`config.mk`:
```
export PLATFORM = sky130hd
export DESIGN_NAME = s_expression_stream_parser_core
export DESIGN_NICKNAME = d
export VERILOG_FILES = /design/src/rtl/sxp_pkg.sv /design/src/rtl/s_expression_stream_parser_core.sv /design/src/rtl/sxp_step.sv /design/src/rtl/sxp_evq.sv
export SDC_FILE = /design/constraint.sdc
export NUM_CORES = 1
export LEC_CHECK = 0
export BUFFER_PORTS_ARGS = -buffer_cell sky130_fd_sc_hd__clkbuf_2
export CAP_MARGIN = 20
export CORE_ASPECT_RATIO = 0.7
export CORE_MARGIN = 2
export CORE_UTILIZATION = 50
export DETAILED_ROUTE_END_ITERATION = 8
export HOLD_SLACK_MARGIN = 0.05
export PLACE_DENSITY = 0.77
export RECOVER_POWER = 100
export SLEW_MARGIN = 20
export SYNTH_ARGS = -nofsm -noshare
export SYNTH_HDL_FRONTEND = slang
export SYNTH_SLANG_ARGS = --single-unit
```
`constraint.sdc`:
```
create_clock -name clk -period 12.81 [get_ports clk]
set_input_delay 2.562 -clock clk [delete_from_list [all_inputs] [get_ports clk]]
set_output_delay 2.562 -clock clk [all_outputs]
set_load 0.02 [all_outputs]
```
`src/rtl/sxp_pkg.sv`:
```
package sxp_pkg;

    localparam int DEPTH_MAX_DEF = 255;
    localparam logic [7:0] DEPTH_LIMIT_RST = 8'd255;
    localparam int EVQ_DEPTH = 4;
    localparam int EVQ_PTR_W = $clog2(EVQ_DEPTH);
    localparam int EVQ_CNT_W = $clog2(EVQ_DEPTH + 1);
    localparam int EV_PER_BYTE = 3;

    localparam logic [7:0] CH_NUL    = 8'h00;
    localparam logic [7:0] CH_TAB    = 8'h09;
    localparam logic [7:0] CH_LF     = 8'h0A;
    localparam logic [7:0] CH_CR     = 8'h0D;
    localparam logic [7:0] CH_SPACE  = 8'h20;
    localparam logic [7:0] CH_QUOTE  = 8'h22;
    localparam logic [7:0] CH_LPAREN = 8'h28;
    localparam logic [7:0] CH_RPAREN = 8'h29;
    localparam logic [7:0] CH_SEMI   = 8'h3B;

    localparam logic [7:0] ERR_STRAY_CLOSE  = 8'd0;
    localparam logic [7:0] ERR_NO_SEP       = 8'd1;
    localparam logic [7:0] ERR_OPEN_QUOTE   = 8'd2;
    localparam logic [7:0] ERR_UNCLOSED     = 8'd3;
    localparam logic [7:0] ERR_TOO_DEEP     = 8'd4;
    localparam logic [7:0] ERR_NUL          = 8'd5;
    localparam logic [7:0] ERR_NO_EXPR      = 8'd6;

    typedef enum logic [2:0] {
        M_START   = 3'd0,
        M_UNQ     = 3'd1,
        M_QUO     = 3'd2,
        M_QSEEN   = 3'd3,
        M_COMMENT = 3'd4,
        M_ERR     = 3'd5
    } sxp_mode_t;

    typedef enum logic [2:0] {
        K_OPEN  = 3'd0,
        K_CLOSE = 3'd1,
        K_BYTE  = 3'd2,
        K_END   = 3'd3,
        K_ERR   = 3'd4
    } sxp_kind_t;

    typedef struct packed {
        sxp_mode_t  mode;
        logic [7:0] depth;
        logic       need_sep;
        logic       seen;
    } sxp_state_t;

    typedef struct packed {
        sxp_kind_t  kind;
        logic [7:0] data;
        logic [7:0] depth;
        logic       done;
        logic       last;
    } sxp_ev_t;

    typedef sxp_ev_t [EV_PER_BYTE-1:0] sxp_ev_set_t;

endpackage

```
`src/rtl/s_expression_stream_parser_core.sv`:
```
// Streaming S-expression parser: one text byte per beat in, flat parse events out
// (open, close, atom byte, atom end, error), each with the list depth after it.
// A byte is taken every cycle while the output side keeps up; one byte causes up
// to three events, which leave one per cycle while m_tready is high through a
// four-entry event queue. s_tready is high while it holds at most one event, so a
// byte that makes several events holds off the next byte while the queue drains.
// After an error, bytes are swallowed without events until the beat marked tlast,
// which clears the parse state without end-of-buffer checks. cfg_we/cfg_wdata
// write the depth limit (reset 255); write it only while the block is idle.
module s_expression_stream_parser_core
    import sxp_pkg::*;
#(
    parameter int MAX_DEPTH = DEPTH_MAX_DEF
)
(
    input  logic        clk,
    input  logic        rst_n,
    input  logic        s_tvalid,
    output logic        s_tready,
    input  logic [7:0]  s_tdata,   // [7:0] in_byte
    input  logic        s_tlast,
    output logic        m_tvalid,
    input  logic        m_tready,
    output logic [23:0] m_tdata,   // [7:0] data, [15:8] depth, [16] expr_done, rest zero
    output logic [2:0]  m_tuser,   // [2:0] kind
    output logic        m_tlast,
    input  logic        cfg_we,
    input  logic [7:0]  cfg_wdata
);

    sxp_state_t           state_reg;
    sxp_state_t           state_next;
    logic [7:0]           depth_limit_reg;
    sxp_ev_set_t          step_evs;
    logic [1:0]           step_cnt;
    logic [1:0]           push_n;
    logic [EVQ_CNT_W-1:0] q_count;
    sxp_ev_t              out_ev;
    logic                 accept;

    assign s_tready = (q_count <= EVQ_CNT_W'(EVQ_DEPTH - EV_PER_BYTE));
    assign accept = s_tvalid && s_tready;
    assign push_n = accept ? step_cnt : 2'd0;

    sxp_step #(
        .MAX_DEPTH (MAX_DEPTH)
    ) u_step (
        .cur         (state_reg),
        .in_byte     (s_tdata),
        .in_last     (s_tlast),
        .depth_limit (depth_limit_reg),
        .nxt         (state_next),
        .evs         (step_evs),
        .ev_cnt      (step_cnt)
    );

    sxp_evq u_evq (
        .clk       (clk),
        .rst_n     (rst_n),
        .push_n    (push_n),
        .push_ev   (step_evs),
        .count     (q_count),
        .out_valid (m_tvalid),
        .out_ready (m_tready),
        .out_ev    (out_ev)
    );

    assign m_tdata = {7'd0, out_ev.done, out_ev.depth, out_ev.data};
    assign m_tuser = out_ev.kind;
    assign m_tlast = out_ev.last;

    always_ff @(posedge clk or negedge rst_n)
    begin
        if (!rst_n)
        begin
            state_reg <= '{M_START, 8'd0, 1'b0, 1'b0};
            depth_limit_reg <= DEPTH_LIMIT_RST;
        end
        else
        begin
            if (accept)
            begin
                state_reg <= state_next;
            end
            if (cfg_we)
            begin
                depth_limit_reg <= cfg_wdata;
            end
        end
    end

    a_last_clears: assert property (@(posedge clk) disable iff (!rst_n)
        accept && s_tlast |=> (state_reg.mode == M_START) && (state_reg.depth == 8'd0)
            && !state_reg.seen)
        else $error("parse state not cleared after the last beat");

    a_err_silent: assert property (@(posedge clk) disable iff (!rst_n)
        accept && (state_reg.mode == M_ERR) && !s_tlast |-> (step_cnt == 2'd0))
        else $error("events produced while swallowing after an error");

    a_depth_step: assert property (@(posedge clk) disable iff (!rst_n)
        accept && !s_tlast |=> (state_reg.depth == $past(state_reg.depth))
            || (state_reg.depth == $past(state_reg.depth) + 8'd1)
            || (state_reg.depth == $past(state_reg.depth) - 8'd1))
        else $error("nesting depth moved by more than one on a beat");

endmodule

```
`src/rtl/sxp_step.sv`:
```
module sxp_step
    import sxp_pkg::*;
#(
    parameter int MAX_DEPTH = DEPTH_MAX_DEF
)
(
    input  sxp_state_t  cur,
    input  logic [7:0]  in_byte,
    input  logic        in_last,
    input  logic [7:0]  depth_limit,
    output sxp_state_t  nxt,
    output sxp_ev_set_t evs,
    output logic [1:0]  ev_cnt
);

    localparam logic [15:0] MaxDepth = 16'(MAX_DEPTH);

    logic [15:0] lim;

    assign lim = ({8'd0, depth_limit} > MaxDepth) ? MaxDepth : {8'd0, depth_limit};

    always_comb
    begin
        sxp_state_t  st;
        sxp_ev_set_t ev;
        logic [1:0]  n;
        logic        end_first;
        logic        run_start;
        logic        top;
        logic [7:0]  b;

        st = cur;
        ev = '0;
        n = 2'd0;
        end_first = 1'b0;
        run_start = 1'b0;
        top = 1'b0;
        b = in_byte;

        case (cur.mode)
            M_ERR:
            begin
            end
            M_UNQ:
            begin
                if (b == CH_NUL)
                begin
                    ev[n] = sxp_ev_t'{K_ERR, ERR_NUL, st.depth, 1'b0, 1'b0};
                    n = n + 2'd1;
                    st.mode = M_ERR;
                end
                else if (b inside {CH_SPACE, CH_TAB, CH_CR, CH_LF, CH_LPAREN, CH_RPAREN})
                begin
                    end_first = 1'b1;
                    run_start = 1'b1;
                end
                else
                begin
                    ev[n] = sxp_ev_t'{K_BYTE, b, st.depth, 1'b0, 1'b0};
                    n = n + 2'd1;
                end
            end
            M_QUO:
            begin
                if (b == CH_NUL)
                begin
                    ev[n] = sxp_ev_t'{K_ERR, ERR_NUL, st.depth, 1'b0, 1'b0};
                    n = n + 2'd1;
                    st.mode = M_ERR;
                end
                else if (b == CH_QUOTE)
                begin
                    st.mode = M_QSEEN;
                end
                else
                begin
                    ev[n] = sxp_ev_t'{K_BYTE, b, st.depth, 1'b0, 1'b0};
                    n = n + 2'd1;
                end
            end
            M_QSEEN:
            begin
                // A second quote is an escaped quote byte; anything else closes the atom.
                if (b == CH_QUOTE)
                begin
                    ev[n] = sxp_ev_t'{K_BYTE, b, st.depth, 1'b0, 1'b0};
                    n = n + 2'd1;
                    st.mode = M_QUO;
                end
                else
                begin
                    end_first = 1'b1;
                    run_start = 1'b1;
                end
            end
            M_COMMENT:
            begin
                if (b == CH_NUL)
                begin
                    ev[n] = sxp_ev_t'{K_ERR, ERR_NUL, st.depth, 1'b0, 1'b0};
                    n = n + 2'd1;
                    st.mode = M_ERR;
                end
                else if (b == CH_LF)
                begin
                    st.mode = M_START;
                end
            end
            default:
            begin
                st.mode = M_START;
                run_start = 1'b1;
            end
        endcase

        if (end_first)
        begin
            top = (st.depth == 8'd0);
            ev[n] = sxp_ev_t'{K_END, 8'd0, st.depth, top, 1'b0};
            n = n + 2'd1;
            st.need_sep = !top;
            st.seen = st.seen | top;
            st.mode = M_START;
        end

        if (run_start)
        begin
            if (b == CH_NUL)
            begin
                ev[n] = sxp_ev_t'{K_ERR, ERR_NUL, st.depth, 1'b0, 1'b0};
                n = n + 2'd1;
                st.mode = M_ERR;
            end
            else if (b inside {CH_SPACE, CH_TAB, CH_CR, CH_LF})
            begin
                st.need_sep = 1'b0;
                st.mode = M_START;
            end
            else if (b == CH_SEMI)
            begin
                st.need_sep = 1'b0;
                st.mode = M_COMMENT;
            end
            else if (b == CH_RPAREN)
            begin
                if (st.depth == 8'd0)
                begin
                    ev[n] = sxp_ev_t'{K_ERR, ERR_STRAY_CLOSE, st.depth, 1'b0, 1'b0};
                    n = n + 2'd1;
                    st.mode = M_ERR;
                end
                else
                begin
                    st.depth = st.depth - 8'd1;
                    top = (st.depth == 8'd0);
                    ev[n] = sxp_ev_t'{K_CLOSE, 8'd0, st.depth, top, 1'b0};
                    n = n + 2'd1;
                    st.need_sep = !top;
                    st.seen = st.seen | top;
                    st.mode = M_START;
                end
            end
            else if (st.need_sep && (st.depth != 8'd0))
            begin
                ev[n] = sxp_ev_t'{K_ERR, ERR_NO_SEP, st.depth, 1'b0, 1'b0};
                n = n + 2'd1;
                st.mode = M_ERR;
            end
            else if (b == CH_LPAREN)
            begin
                if ({8'd0, st.depth} >= lim)
                begin
                    ev[n] = sxp_ev_t'{K_ERR, ERR_TOO_DEEP, st.depth, 1'b0, 1'b0};
                    n = n + 2'd1;
                    st.mode = M_ERR;
                end
                else
                begin
                    st.depth = st.depth + 8'd1;
                    ev[n] = sxp_ev_t'{K_OPEN, 8'd0, st.depth, 1'b0, 1'b0};
                    n = n + 2'd1;
                    st.need_sep = 1'b0;
                    st.mode = M_START;
                end
            end
            else if (b == CH_QUOTE)
            begin
                st.mode = M_QUO;
            end
            else
            begin
                ev[n] = sxp_ev_t'{K_BYTE, b, st.depth, 1'b0, 1'b0};
                n = n + 2'd1;
                st.mode = M_UNQ;
            end
        end

        // End of buffer: close a pending atom, then report at most one end error.
        // Only this path can ask for a fourth event, which is dropped.
        if (in_last)
        begin
            if (st.mode != M_ERR)
            begin
                if ((st.mode == M_UNQ) || (st.mode == M_QSEEN))
                begin
                    top = (st.depth == 8'd0);
                    ev[n] = sxp_ev_t'{K_END, 8'd0, st.depth, top, 1'b0};
                    n = n + 2'd1;
                    st.need_sep = !top;
                    st.seen = st.seen | top;
                    st.mode = M_START;
                end
                if (st.mode == M_QUO)
                begin
                    if (n != 2'd3)
                    begin
                        ev[n] = sxp_ev_t'{K_ERR, ERR_OPEN_QUOTE, st.depth, 1'b0, 1'b0};
                        n = n + 2'd1;
                    end
                end
                else if (st.depth != 8'd0)
                begin
                    if (n != 2'd3)
                    begin
                        ev[n] = sxp_ev_t'{K_ERR, ERR_UNCLOSED, st.depth, 1'b0, 1'b0};
                        n = n + 2'd1;
                    end
                end
                else if (!st.seen)
                begin
                    if (n != 2'd3)
                    begin
                        ev[n] = sxp_ev_t'{K_ERR, ERR_NO_EXPR, st.depth, 1'b0, 1'b0};
                        n = n + 2'd1;
                    end
                end
            end
            st.mode = M_START;
            st.depth = 8'd0;
            st.need_sep = 1'b0;
            st.seen = 1'b0;
        end

        if (n != 2'd0)
        begin
            ev[n - 2'd1].last = 1'b1;
        end

        nxt = st;
        evs = ev;
        ev_cnt = n;
    end

endmodule

```
`src/rtl/sxp_evq.sv`:
```
module sxp_evq
    import sxp_pkg::*;
(
    input  logic                 clk,
    input  logic                 rst_n,
    input  logic [1:0]           push_n,
    input  sxp_ev_set_t          push_ev,
    output logic [EVQ_CNT_W-1:0] count,
    output logic                 out_valid,
    input  logic                 out_ready,
    output sxp_ev_t              out_ev
);

    sxp_ev_t                mem [EVQ_DEPTH];
    logic [EVQ_PTR_W-1:0]   wr_ptr_reg;
    logic [EVQ_PTR_W-1:0]   wr_ptr_next;
    logic [EVQ_PTR_W-1:0]   rd_ptr_reg;
    logic [EVQ_PTR_W-1:0]   rd_ptr_next;
    logic [EVQ_CNT_W-1:0]   count_reg;
    logic [EVQ_CNT_W-1:0]   count_next;
    logic                   pop;

    assign pop = out_ready && (count_reg != '0);
    assign out_valid = (count_reg != '0);
    assign out_ev = mem[rd_ptr_reg];
    assign count = count_reg;

    always_comb
    begin
        wr_ptr_next = wr_ptr_reg + EVQ_PTR_W'(push_n);
        rd_ptr_next = rd_ptr_reg + EVQ_PTR_W'(pop);
        count_next = count_reg + EVQ_CNT_W'(push_n) - EVQ_CNT_W'(pop);
    end

    always_ff @(posedge clk or negedge rst_n)
    begin
        if (!rst_n)
        begin
            wr_ptr_reg <= '0;
            rd_ptr_reg <= '0;
            count_reg <= '0;
        end
        else
        begin
            wr_ptr_reg <= wr_ptr_next;
            rd_ptr_reg <= rd_ptr_next;
            count_reg <= count_next;
        end
    end

    always_ff @(posedge clk)
    begin
        for (int i = 0; i < EV_PER_BYTE; i++)
        begin
            if (i < int'(push_n))
            begin
                mem[wr_ptr_reg + EVQ_PTR_W'(i)] <= push_ev[i];
            end
        end
    end

    a_no_overflow: assert property (@(posedge clk) disable iff (!rst_n)
        (push_n != 2'd0) |-> (count_reg + EVQ_CNT_W'(push_n) <= EVQ_CNT_W'(EVQ_DEPTH)))
        else $error("event queue overflow");

    a_count_track: assert property (@(posedge clk) disable iff (!rst_n)
        (push_n == 2'd0) && pop |=> (count_reg == $past(count_reg) - EVQ_CNT_W'(1)))
        else $error("event queue count did not drop on a pop");

    a_ptr_gap: assert property (@(posedge clk) disable iff (!rst_n)
        (count_reg < EVQ_CNT_W'(EVQ_DEPTH)) |->
            ((wr_ptr_reg - rd_ptr_reg) == EVQ_PTR_W'(count_reg)))
        else $error("event queue pointers disagree with count");

endmodule
```
; Yosys cells after proc, flatten, opt, wreduce, memory -nomap -nowiden
; Memories as Yosys holds them, arrays and structs flattened.
; Cells that the tools add are included.
; W data, S select, Z words.
[op_classes]
addsub = 13
order_cmp = 15
n_eq_ne = 18
mux = 128
bitwise = 3
n_reduce_logical = 22
[op_table]
columns = op, n
row1 = $mux W63, 23
row2 = $bwmux W63, 13
row3 = $demux W21 S2, 5
row4 = $mux W21, 7
row5 = $pmux W21 S4, 1
row6 = $mux W20, 3
row7 = $mux W3, 17
row8 = $mux W2, 23
row9 = $eq A8 B6 Y1 const B, 5
row10 = $logic_not A8 Y1, 4
row11 = $mux W9, 3
row12 = $mux W13, 2
row13 = $eq A8 B4 Y1 const B, 3
row14 = $mux W1, 22
row15 = $mux W10, 2
row16 = $mux W8, 2
row17 = $reduce_bool A8 Y1, 2
row18 = $lt A2 B3 Y1 const B, 5
row19 = $pmux W3 S5, 1
row20 = $eq A3 B2 Y1 const B, 4
row21 = $mux W12, 1
row22 = $add A2 B1 Y2 const B, 5
row23 = $ge A2 B1 Y1 const B, 5
row24 = $add A8 B1 Y8 const B, 1
row25 = other kinds (27), 40
[totals]
reg_bits = 28
ram_bits = 84
inputBits = 22
mem_count = 1
[memory_table]
columns = name, depth, word_bits, read_ports, rd_ports_with_merged_regs, wr, line_no
row1 = u_evq.mem, 4, 21, 1, 0, 3, sxp_evq.sv:14  ; sxp_ev_t mem [EVQ_DEPTH];

; Depth between registers and ports, before layout
; Gate-level depths: netlist (run 1).
[logic_depth]
word_depth = 34
ltp_mapped = 21
depth_no_buf = 18

; Modules after synthesis
; A second synthesis (run 1) with hierarchy kept.
[unflattened]
hier_cells = 1186
area_unflattened_um2 = 9725.6
[modules_own_cells]
columns = mod, n_inst, cells_per_inst, area_per_inst_um2, seq_area_each_um2
row1 = sxp_evq, 1, 532, 5207.5, 2697.6
row2 = sxp_step, 1, 598, 3636.0, 0.0
row3 = s_expression_stream_parser_core, 1, 56, 882.1, 535.5

; Least setup slack after synthesis (run 1)
; OpenSTA, ideal clock, no wires.
[synth_path]
kind = input port to flip-flop
start = in s_tdata[4]
end = mem u_evq.mem[0][0] (netlist name), enable pin
setup_time_ns = 0.467
arrival_time_ns = 8.967
t_required_ns = 12.343
slack_ns = 3.376
path_stages = 18
cell_sequence = buf_2 -> or4_1 -> or3_1 -> clkbuf_1 -> clkbuf_1 -> or3_1 -> o21ai_0 -> inv_1 -> ha_1 -> a21o_1 -> ha_1 -> o211ai_1 -> o31ai_2 -> a221oi_4 -> or2_1 -> buf_4 -> o21ai_1 -> a2111oi_1
[synth_lines]
columns = element, line_no
row1 = from (decl), s_expression_stream_parser_core.sv:20  ; input logic [7:0] s_tdata,
row2 = to (decl), sxp_evq.sv:14

==> results of run 1 <==
[synth_stat cells, types with 8 or more instances]
master / n / area share (%)
mux2i_1: 52 / 5.1
a31oi_1: 38 / 2.3
mux4_2: 21 / 4.6
o21ai_1: 14 / 0.69
edfxtp_1: 84 / 25
mux2_2: 12 / 1.3
and3_1: 12 / 0.74
and2_1: 10 / 0.61
or4_1: 8 / 0.59
a22oi_1: 10 / 0.74
nor2_1: 126 / 4.6
o21ai_0: 99 / 4.9
nand4_1: 11 / 0.67
nor2b_1: 10 / 0.61
ha_1: 24 / 2.9
dfstp_2: 8 / 2.1
a211oi_1: 9 / 0.66
nand2_1: 126 / 4.6
a22o_1: 11 / 0.94
inv_1: 25 / 0.92
nor3_1: 29 / 1.4
o31ai_1: 10 / 0.74
a21oi_1: 81 / 4.0
a21o_1: 8 / 0.59
dfrtp_1: 20 / 4.9
nand2b_1: 9 / 0.55
nor4_1: 9 / 0.55
nand3_1: 23 / 1.1
o211ai_1: 22 / 1.6
buf_2: 21 / 1.0
clkbuf_1: 60 / 2.2
buf_4: 13 / 0.96
xor2_1: 9 / 0.77
o22ai_1: 28 / 1.7
[cell usage in the layout, fill, tap and decap left out, types with 10 or more instances in the layout]
cell type,Yosys,routed
nand2_1,126,126
a31oi_1,38,38
nor3_1,29,29
mux2i_1,52,52
o21ai_0,99,107
clkbuf_2,0,18
inv_1,25,25
and3_1,12,12
dfrtp_1,20,20
buf_4,13,17
nand3_1,23,23
a22oi_1,10,10
nor2b_1,10,10
o211ai_1,22,22
ha_1,24,24
mux4_2,21,21
mux2_2,12,12
clkbuf_1,60,32
o22ai_1,28,28
edfxtp_1,84,84
a22o_1,11,11
a21oi_1,81,81
nand4_1,11,11
nor2_1,126,127
and2_1,10,10
nor4_1,9,10
[worst paths after layout]
| path | depth (start not counted) | endpoint | slack, ns | startpoint |
|---|---|---|---|---|
| min | 2 | depth_limit_reg[7] | 0.51 | depth_limit_reg[7] |
| max in group asynchronous | 1 | state_reg[5] | 8.99 | rst_n |
| max | 15 | u_evq.mem[1][3] | 2.45 | s_tdata[7] |
| max reg2reg | 13 | u_evq.mem[3][15] | 4.38 | state_reg[2] |
| min reg2reg | 2 | depth_limit_reg[7] | 0.51 | depth_limit_reg[7] |
| min in group asynchronous | 1 | state_reg[11] | 2.72 | rst_n |
[area by class of cell]
| type | instances | area, sq um | share of cell area, % |
|---|---|---|---|
| tap | 270 | 338 | 3.15 |
| clock inverter | 5 | 81.3 | 0.758 |
| multi-input combinational | 961 | 6390 | 59.6 |
| timing repair buffer | 67 | 345 | 3.22 |
| inverter | 28 | 105 | 0.980 |
| sequential | 112 | 3230 | 30.1 |
| clock buffer | 10 | 229 | 2.13 |
[layer usage]
| layer | vias to the layer above | wire [um] | part of all wire (%) |
|---|---|---|---|
| met5 | - | 0 | 0 |
| met4 | 0 | 969 | 2.7 |
| met3 | 119 | 4990 | 14 |
| met2 | 850 | 15000 | 41 |
| met1 | 4901 | 15300 | 42 |
| li1 | 4505 | - | - |
[critical path: stages]
cell	delay (ns)
clkbuf_1	0.29
or4b_1	0.71
a2111oi_0	0.90
or4_1	0.30
and3_1	0.16
clkbuf_1	0.91
nand3_1	0.64
o41ai_1	0.42
and4_1	0.52
o31ai_1	0.14
a221oi_1	0.86
or2_0	0.39
a21oi_1	0.22
o31ai_4	0.50
clkbuf_1	0.77
[where the power goes]
part           switching (uW)  total, uW  internal, uW
registers                73.8        618           544
logic                    1090       1600           517
clock network             135        306           171
total                    1300       2530          1230
[cell families (layout without fill, tap and decap cells)]
family                   Yosys count  count (layout)
XOR/XNOR                          17              17
flip-flops                       112             112
AO/OA/AOI/OAI                    408             408
adder cells (fa/ha/maj)           25              25
other                              1               7
buffers and inverters            125             110
multiplexers                      85              85
AND/OR/NAND/NOR                  419             419
[per-stage QoR]
| stage | instance area, sq um | utilization [%] | hold WS (ns) | cells | setup slack (ns) |
|---|---|---|---|---|---|
| floorplan | 10200 | - | 0.478 | 1198 | 3.38 |
| global route | 10700 | 53.9 | 0.535 | 1453 | 2.22 |
| global placement | 10500 | 53.0 | 0.492 | 1435 | 4.43 |
| detailed placement | 10500 | 53.0 | 0.505 | 1435 | 4.24 |
| finish | 10700 | 53.9 | 0.513 | 1453 | 2.45 |
| CTS | 10900 | 54.6 | 0.516 | 1450 | 4.63 |
==> flow_metrics.py, run 1 <==
metrics = {
    "timing": {
        "rsz_0062_raised_after_global_routing": "false",
        "final_hold_viol_count": 0,
        "finClkSkew_ns": 0.0109,
        "fin_crit_sh_pct": 80.8,
        "slew_headroom_pct": -50.4,
        "fin_crit_ns": 10.36,
        "finalMaxSlewViolations": 68,
        "fin_setup_tns_ns": 0,
        "measured_slew_at_the_worst_slew_check_pin_ns": 2.25,
        "setup_violations": 0,
        "fmax_mhz": 96.6,
    },
    "logic_synthesis": {
        "synth.area.mux_share_pct": 11.1,
        "synth-async-reset-ratio_pct": 25.0,
        "synth_compound_area_share_pct": 27.3,
        "synth_flop_cell": "edfxtp_1",
        "synthesis.area_sq_um": 10200,
        "post_synth_edffs": 84,
        "syn_area_per_cell_sq_um": 8.57,
        "synth-warning-count": 0,
        "syn-instance-count": 1192,
        "synth_xor_area_share_pct": 1.53,
        "synthSimpleGateAreaFrac_pct": 20.0,
        "synth_top_family_by_area": "compound AO/OA/AOI/OAI gates",
        "number_of_distinct_library_cell_variants_in_the_gate_level_netlist_after_synthesis": 103,
        "yosys_register_bits": 112,
        "synth-adder-area-share_pct": 3.14,
        "synth.yosys.seq_area_share_pct": 31.7,
    },
    "floorplan": {
        "dieHeight_um": 124,
        "fp.dieArea_sq_um": 21600,
        "placementRows": 43,
        "core_area_sq_um": 19900,
        "die_width_um": 175,
        "effective_utilization_at_floorplan_pct": 51.3,
        "ioPinCount": 52,
    },
    "flow_run": {
        "number_of_maximum_capacitance_constraint_violations": 3,
    },
    "power_and_ir_drop": {
        "power_after_layout_uw": 2530,
        "cellLeakagePower_uw": 0.00408,
        "ir_worst_vdd_uv": 189,
        "power_density_nw_per_um2": 236,
    },
    "final_layout": {
        "num-fill-cells": 1831,
        "largest_reg_flops": 84,
        "drive_gt1_share_pct": 11.0,
        "finalNetCount": 1226,
        "areaGrowthSynthToFinish_pct": 5.04,
        "antenna_cells": 0,
    },
    "min_path": {
        "hold_class": "flop to flop",
    },
    "drt": {
        "wire_per_inst_um": 25.0,
        "finalWirelength_um": 36300,
        "remaining_drc_errors": 0,
        "first_iter_violations": 2123,
        "route.antenna.remaining_nets": 0,
        "detailedRoute.firstPassIterationCount": 7,
        "route.vias.total": 10400,
        "vias_per_cell": 7.14,
    },
    "critical_path": {
        "critical_path.endpoint_type": "flop",
        "cp-start-kind": "primary input",
        "crit_path_max_fanout": 22,
        "worst-setup-path-type": "primary input to flop",
        "worst-endpoint-required_ns": 12.80,
        "worstPathArrival_ns": 10.34,
    },
    "cts": {
        "cts_root_buf": "clkbuf_16",
        "clk_path_buf_depth": 2,
        "post_cts_hold_buffer_count": 0,
        "clock_latency_ns": 0.37,
        "cts_htree_levels": 3,
        "cts_tree": "built",
        "cts.reportedPaths.clkPinSlew_ns": 0.08,
        "tritoncts.num_buffers": 9,
        "cts.sinks": 112,
        "postCtsSetupBuffers": 0,
        "postCtsResizedCells": 0,
    },
    "global_routing": {
        "grt-busiest-layer": "met2",
        "grt.total_usage_pct": 33.6,
        "grt_start_max_net_pins": 34,
        "grt_antenna_before_repair": 0,
        "grt_pass1_vias": 9398,
        "globalRouteMet3Util_pct": 8.30,
        "globalRouteOverflowTotal": 0,
        "use_met2_pct": 50.0,
        "gr-usage-met1_pct": 48.7,
        "first_pass_grt_wire_length_um": 55700,
    },
    "run_status": {
        "run_status": "finished, violations left",
        "failed_checks": "max-capacitance violations, max-slew violations",
    },
    "place": {
        "detailedPlacementHpwl_um": 26400,
        "number_of_buffers_added_on_ports": 44,
        "gp_congestion": 1.06,
    },
}
No activity file was read; power rests on OpenSTA's default activity.
==> inputs of run 2 (changes only) <==
clock period = 10.14 ns   (was 12.81 ns; I/O delays follow)
==> run 2 against run 1 <==
The run still ends with max-capacitance violations, max-slew violations left. Via count is 1.7% lower. Non-clock buffer count is the same. Final cell count barely moved. First-iteration DRC count shrank 20%. Sequential power up 26%. Power grew 26%. Sequential cell count unchanged. Global-route usage decreased by 0.44 points. Hold slack better by 0.0055 ns. Wire length shrank 2.3%. Critical path type unchanged.
==> flow_metrics.py, run 2 (synthesized netlist as in run 1, its figures left out) <==
metrics = {
    "drt": {
        "vias_per_cell": 7.02,
        "remaining_drc_errors": 0,
        "route.vias.total": 10200,
        "detailedRoute.firstPassIterationCount": 9,
        "route.antenna.remaining_nets": 0,
        "wire_per_inst_um": 24.4,
        "finalWirelength_um": 35500,
        "first_iter_violations": 1689,
    },
    "critical_path": {
        "sequence_of_cells_on_the_critical_path": "clkbuf_1 > nor2b_1 > and4b_1 > nor4_1 > nor3_1 > nand2_1 > clkbuf_1 > o21ai_1 > and4_1 > o21ai_1 > o2111a_1 > o21ai_2 > buf_4 > or2_0 > and3_1",
        "worst_r2r_startpoint": "state_reg[11]",
        "slowest_delay_ns": 1.51,
        "worst-setup-path-type": "primary input to flop",
        "slowest_cell_on_the_critical_path": "nor4_1",
        "cp-start-kind": "primary input",
        "worst-endpoint-required_ns": 10.27,
        "worstSetupStartpoint": "s_tdata[3]",
        "crit_path_max_fanout": 33,
        "worstPathArrival_ns": 9.07,
        "critical_path.endpoint_type": "flop",
    },
    "cts": {
        "post_cts_hold_buffer_count": 0,
        "postCtsSetupBuffers": 0,
        "cts_htree_levels": 3,
        "cts.reportedPaths.clkPinSlew_ns": 0.09,
        "cts_tree": "built",
        "clock_latency_ns": 0.38,
        "cts_root_buf": "clkbuf_16",
        "tritoncts.num_buffers": 9,
        "cts.sinks": 112,
        "postCtsResizedCells": 0,
        "clk_path_buf_depth": 2,
    },
    "floorplan": {
        "dieHeight_um": 124,
        "ioPinCount": 52,
        "core_area_sq_um": 19900,
        "die_width_um": 175,
        "fp.dieArea_sq_um": 21600,
        "placementRows": 43,
        "effective_utilization_at_floorplan_pct": 51.3,
    },
    "power_and_ir_drop": {
        "p_int_uw": 1530,
        "combPwrFrac_pct": 64.3,
        "pwr-share-seq_pct": 24.5,
        "netSwitchingFraction_pct": 51.9,
        "power.switching_uw": 1650,
        "cellLeakagePower_uw": 0.00408,
        "power.clock.fraction_pct": 11.2,
        "power_density_nw_per_um2": 294,
        "ir_worst_vdd_uv": 229,
    },
    "place": {
        "gp_congestion": 1.03,
        "detailed_place.area_sq_um": 10600,
        "number_of_buffers_added_on_ports": 44,
        "detailedPlacementHpwl_um": 25900,
    },
    "final_layout": {
        "num-fill-cells": 1833,
        "finalNetCount": 1226,
        "multi_input_comb_area_sq_um": 6470,
        "seq_area_sq_um": 3230,
        "final_non_filler_cell_area_sq_um": 10800,
        "largest_reg_flops": 84,
        "antenna_cells": 0,
        "areaGrowthSynthToFinish_pct": 5.70,
        "most-common-layout-cells": "125 x nand2_1, 125 x nor2_1, 104 x o21ai_0, 84 x edfxtp_1, 81 x a21oi_1",
        "drive_gt1_share_pct": 11.5,
    },
    "global_routing": {
        "first_pass_grt_wire_length_um": 54500,
        "grt_pass1_vias": 9309,
        "globalRouteOverflowTotal": 0,
        "grt_antenna_before_repair": 1,
        "grt.total_usage_pct": 33.2,
        "grt_start_max_net_pins": 34,
    },
    "timing": {
        "finalMaxSlewViolations": 48,
        "setup_violations": 0,
        "rsz_0062_raised_after_global_routing": "false",
        "final_hold_viol_count": 0,
        "fin_crit_ns": 8.94,
        "fin_setup_tns_ns": 0,
        "slew_headroom_pct": -27.9,
        "fmax_mhz": 112,
        "fin_crit_sh_pct": 88.2,
        "finClkSkew_ns": 0.0147,
        "measured_slew_at_the_worst_slew_check_pin_ns": 1.92,
    },
    "min_path": {
        "hold_class": "flop to flop",
        "worstHoldStart": "depth_limit_reg[6]",
    },
    "run_status": {
        "failed_checks": "max-capacitance violations, max-slew violations",
        "run_status": "finished, violations left",
    },
    "flow_run": {
        "number_of_maximum_capacitance_constraint_violations": 3,
    },
}
-- run 2: cell types whose count changed in the layout (fill, tap and decap cells not counted), moves of 3 or more --
| cell | change |
|---|---|
| mux2_1 | +6 |
| mux2_2 | -6 |
| o21ai_0 | -3 |
| clkbuf_1 | -3 |
-- run 2: power by group through the flow --
stage | clock network, uW | logic, uW | registers [uW]
6_report | 357 | 2040 | 777
5_1_grt | 375 | 2180 | 788
4_1_cts | 361 | 2000 | 776
3_5_place_dp | 0 | 2000 | 785
3_3_place_gp | 0 | 1980 | 781
2_1_floorplan | 0 | 1510 | 733
-- run 2: metal layers --
layer	global-route usage (%)	vias up	part of all wire, %	routed length, um
met5	2.08	-	0.20	72
met4	11.0	4	2.9	1020
met3	10.3	86	13	4740
met2	48.0	747	42	14800
met1	46.9	4841	42	14900
li1	-	4523	-	-
-- run 2: path summary, 6_finish.rpt --
kind	to	slack, ns	cells past startpoint
max in group asynchronous	state_reg[5]	6.85	1
worst min register to register	depth_limit_reg[6]	0.52	2
min in group asynchronous	state_reg[10]	2.17	1
worst max register to register	u_evq.mem[2][13]	2.92	13
worst max-delay path	u_evq.mem[2][13]	1.20	15
worst min-delay path	depth_limit_reg[6]	0.52	2
-- run 2: worst max-delay path, delay by kind of cell --
family	cells	cell delay, ns
compound gates	4	1.86
buf+inv	3	1.54
simple gates	8	3.59
-- run 2: area by class of cell --
class	instances	area share, %
Tap cell	270	3.13
Clock inverter	6	0.510
Multi-Input combinational cell	961	60.0
Inverter	28	0.974
Timing Repair Buffer	67	3.34
Clock buffer	10	2.12
Sequential cell	112	30.0
-- run 2: through the flow --
stage	worst slack, ns	hold slack (ns)	power (uW)	utilization [%]	instances
6_report	1.20	0.519	3170	54.2	1454
5_1_grt	1.02	0.547	3350	54.2	1454
4_1_cts	2.34	0.517	3140	54.5	1452
3_5_place_dp	1.97	0.501	2780	53.0	1436
3_3_place_gp	2.21	0.490	2760	53.0	1436
2_1_floorplan	1.24	0.478	2240	-	1198
==> inputs of run 3 (changes only) <==
REMOVE_ABC_BUFFERS = 1   (was unset)
==> run 3 against run 2 <==
The flow still finishes with violations (max-capacitance violations, max-slew violations). Core utilization up 0.40 points. Global-route usage rose by 0.50 points. Sequential share of layout area decreased by 0.22 points. Final cell count increased by 0.69%. Largest cell class unchanged. Largest power group unchanged. Highest routed layer is now met4.
==> flow_metrics.py, run 3 (synthesized netlist as in run 1, its figures left out) <==
metrics = {
    "timing": {
        "fmax_mhz": 111,
        "rsz_0062_raised_after_global_routing": "false",
        "slew_headroom_pct": -28.4,
        "finClkSkew_ns": 0.0146,
        "measured_slew_at_the_worst_slew_check_pin_ns": 1.93,
        "setup_violations": 0,
        "fin_crit_ns": 9.02,
        "final_critical_path_setup_slack_ns": 1.12,
        "finalMaxSlewViolations": 118,
        "fin_crit_sh_pct": 89.0,
        "hold_slack_ns": 0.508,
        "fin_setup_tns_ns": 0,
        "final_hold_viol_count": 0,
    },
    "run_status": {
        "run_status": "finished, violations left",
        "failed_checks": "max-capacitance violations, max-slew violations",
    },
    "power_and_ir_drop": {
        "cellLeakagePower_uw": 0.00413,
        "ir_worst_vdd_uv": 267,
        "power_after_layout_uw": 3230,
        "power_density_nw_per_um2": 297,
    },
    "global_routing": {
        "first_pass_grt_wire_length_um": 55500,
        "globalRouteOverflowTotal": 0,
        "grt.total_usage_pct": 33.7,
        "grt_start_max_net_pins": 34,
        "grt_antenna_before_repair": 0,
        "grt_pass1_vias": 9382,
    },
    "final_layout": {
        "num-fill-cells": 1834,
        "seq_area_sq_um": 3230,
        "largest_reg_flops": 84,
        "areaGrowthSynthToFinish_pct": 6.47,
        "multi_input_comb_area_sq_um": 6460,
        "drive_gt1_share_pct": 12.3,
        "layout.cells.non_filler": 1464,
        "finalNetCount": 1236,
        "antenna_cells": 0,
        "most-common-layout-cells": "126 x nand2_1, 126 x nor2_1, 106 x o21ai_0, 84 x edfxtp_1, 81 x a21oi_1",
    },
    "drt": {
        "detailedRoute.firstPassIterationCount": 6,
        "first_iter_violations": 1952,
        "finalWirelength_um": 36500,
        "remaining_drc_errors": 0,
        "route.vias.total": 10400,
        "vias_per_cell": 7.10,
        "route.antenna.remaining_nets": 0,
        "wire_per_inst_um": 24.9,
    },
    "place": {
        "detailedPlacementHpwl_um": 26200,
        "detailedPlace.worstSlack_ns": 1.82,
        "placed_cells_incl_taps": 1447,
        "number_of_buffers_added_on_ports": 44,
        "gp_congestion": 0.993,
    },
    "floorplan": {
        "core_area_sq_um": 19900,
        "ioPinCount": 52,
        "fp.dieArea_sq_um": 21600,
        "placementRows": 43,
        "die_width_um": 175,
        "effective_utilization_at_floorplan_pct": 51.3,
        "dieHeight_um": 124,
    },
    "cts": {
        "cts_htree_levels": 3,
        "cts_root_buf": "clkbuf_16",
        "cts_tree": "built",
        "tritoncts.num_buffers": 9,
        "postCtsResizedCells": 0,
        "clk_path_buf_depth": 2,
        "postCtsSetupBuffers": 0,
        "cts.reportedPaths.clkPinSlew_ns": 0.09,
        "clock_latency_ns": 0.38,
        "cts.sinks": 112,
        "post_cts_hold_buffer_count": 0,
    },
    "critical_path": {
        "worstPathArrival_ns": 9.12,
        "crit_path_frequent_cell": "clkbuf_1",
        "path_buf_inv": 3,
        "cp-start-kind": "primary input",
        "crit_path_max_fanout": 19,
        "slowest_delay_ns": 0.92,
        "worst-endpoint-required_ns": 10.23,
        "worst-setup-path-type": "primary input to flop",
        "cp_top_family": "compound AO/OA/AOI/OAI gates",
        "critical_path.endpoint_type": "flop",
        "slowest_cell_on_the_critical_path": "o21ai_0",
        "sequence_of_cells_on_the_critical_path": "clkbuf_1 > nor4b_1 > a21oi_1 > o21ai_0 > nor3_1 > clkbuf_1 > a221oi_4 > nor2_1 > o21ai_1 > o2111a_1 > o21ai_2 > clkbuf_1 > o211ai_1 > o21ai_1",
    },
    "min_path": {
        "hold_class": "flop to flop",
    },
    "flow_run": {
        "number_of_maximum_capacitance_constraint_violations": 4,
    },
}
[run 3: changes by cell type in the layout (fill, tap and decap cells not counted), sizes merged]
| cell | change |
|---|---|
| buf | +4 |
| clkbuf | +5 |
| clkinvlp | -2 |
| inv | +3 |
[run 3: power by group]
group	leakage, uW	total, uW	internal (uW)	switching (uW)
registers	0.00112	761	687	73.9
clock network	0.000153	388	181	207
logic	0.00285	2080	670	1410
[run 3: routing by layer]
metal | GRT usage, % | part of all wire (%) | vias to the layer above
met2 | 48.8 | 41 | 830
met4 | 10.4 | 2.9 | 0
met5 | 0 | 0 | -
li1 | - | - | 4530
met3 | 8.95 | 14 | 122
met1 | 49.0 | 42 | 4913
[run 3: cell type report]
type,instances,share of cell area [%]
Clock inverter,7,0.840
Sequential cell,112,29.7
Inverter,28,0.967
Tap cell,270,3.11
Clock buffer,9,2.07
Timing Repair Buffer,77,3.84
Multi-Input combinational cell,961,59.4
[run 3: through the flow]
stage          cell area [sq um]  util [%]
6_report                   10900      54.6
5_1_grt                    10900      54.6
4_1_cts                    11000      55.0
3_5_place_dp               10600      53.4
3_3_place_gp               10600      53.4
2_1_floorplan               9790         -
[run 3: worst paths after layout]
| path | start | to | slack [ns] | cells after the start |
|---|---|---|---|---|
| min in group asynchronous | rst_n | state_reg[3] | 2.15 | 1 |
| max reg2reg | state_reg[2] | u_evq.mem[2][10] | 2.67 | 14 |
| min | depth_limit_reg[4] | depth_limit_reg[4] | 0.51 | 2 |
| min reg2reg | depth_limit_reg[4] | depth_limit_reg[4] | 0.51 | 2 |
| max in group asynchronous | rst_n | u_evq.count[1] | 6.92 | 1 |
| max | s_tdata[7] | u_evq.mem[2][10] | 1.12 | 14 |
[run 3: worst reg2reg max path, delay by kind of cell (launching register included)]
| kind | cells | cell delay, ns |
|---|---|---|
| buffers and inverters | 2 | 0.87 |
| adders and majority gates | 1 | 0.42 |
| AOI/OAI and AO/OA | 7 | 3.49 |
| and+or+nand+nor | 4 | 1.83 |
| DFF | 1 | 0.60 |
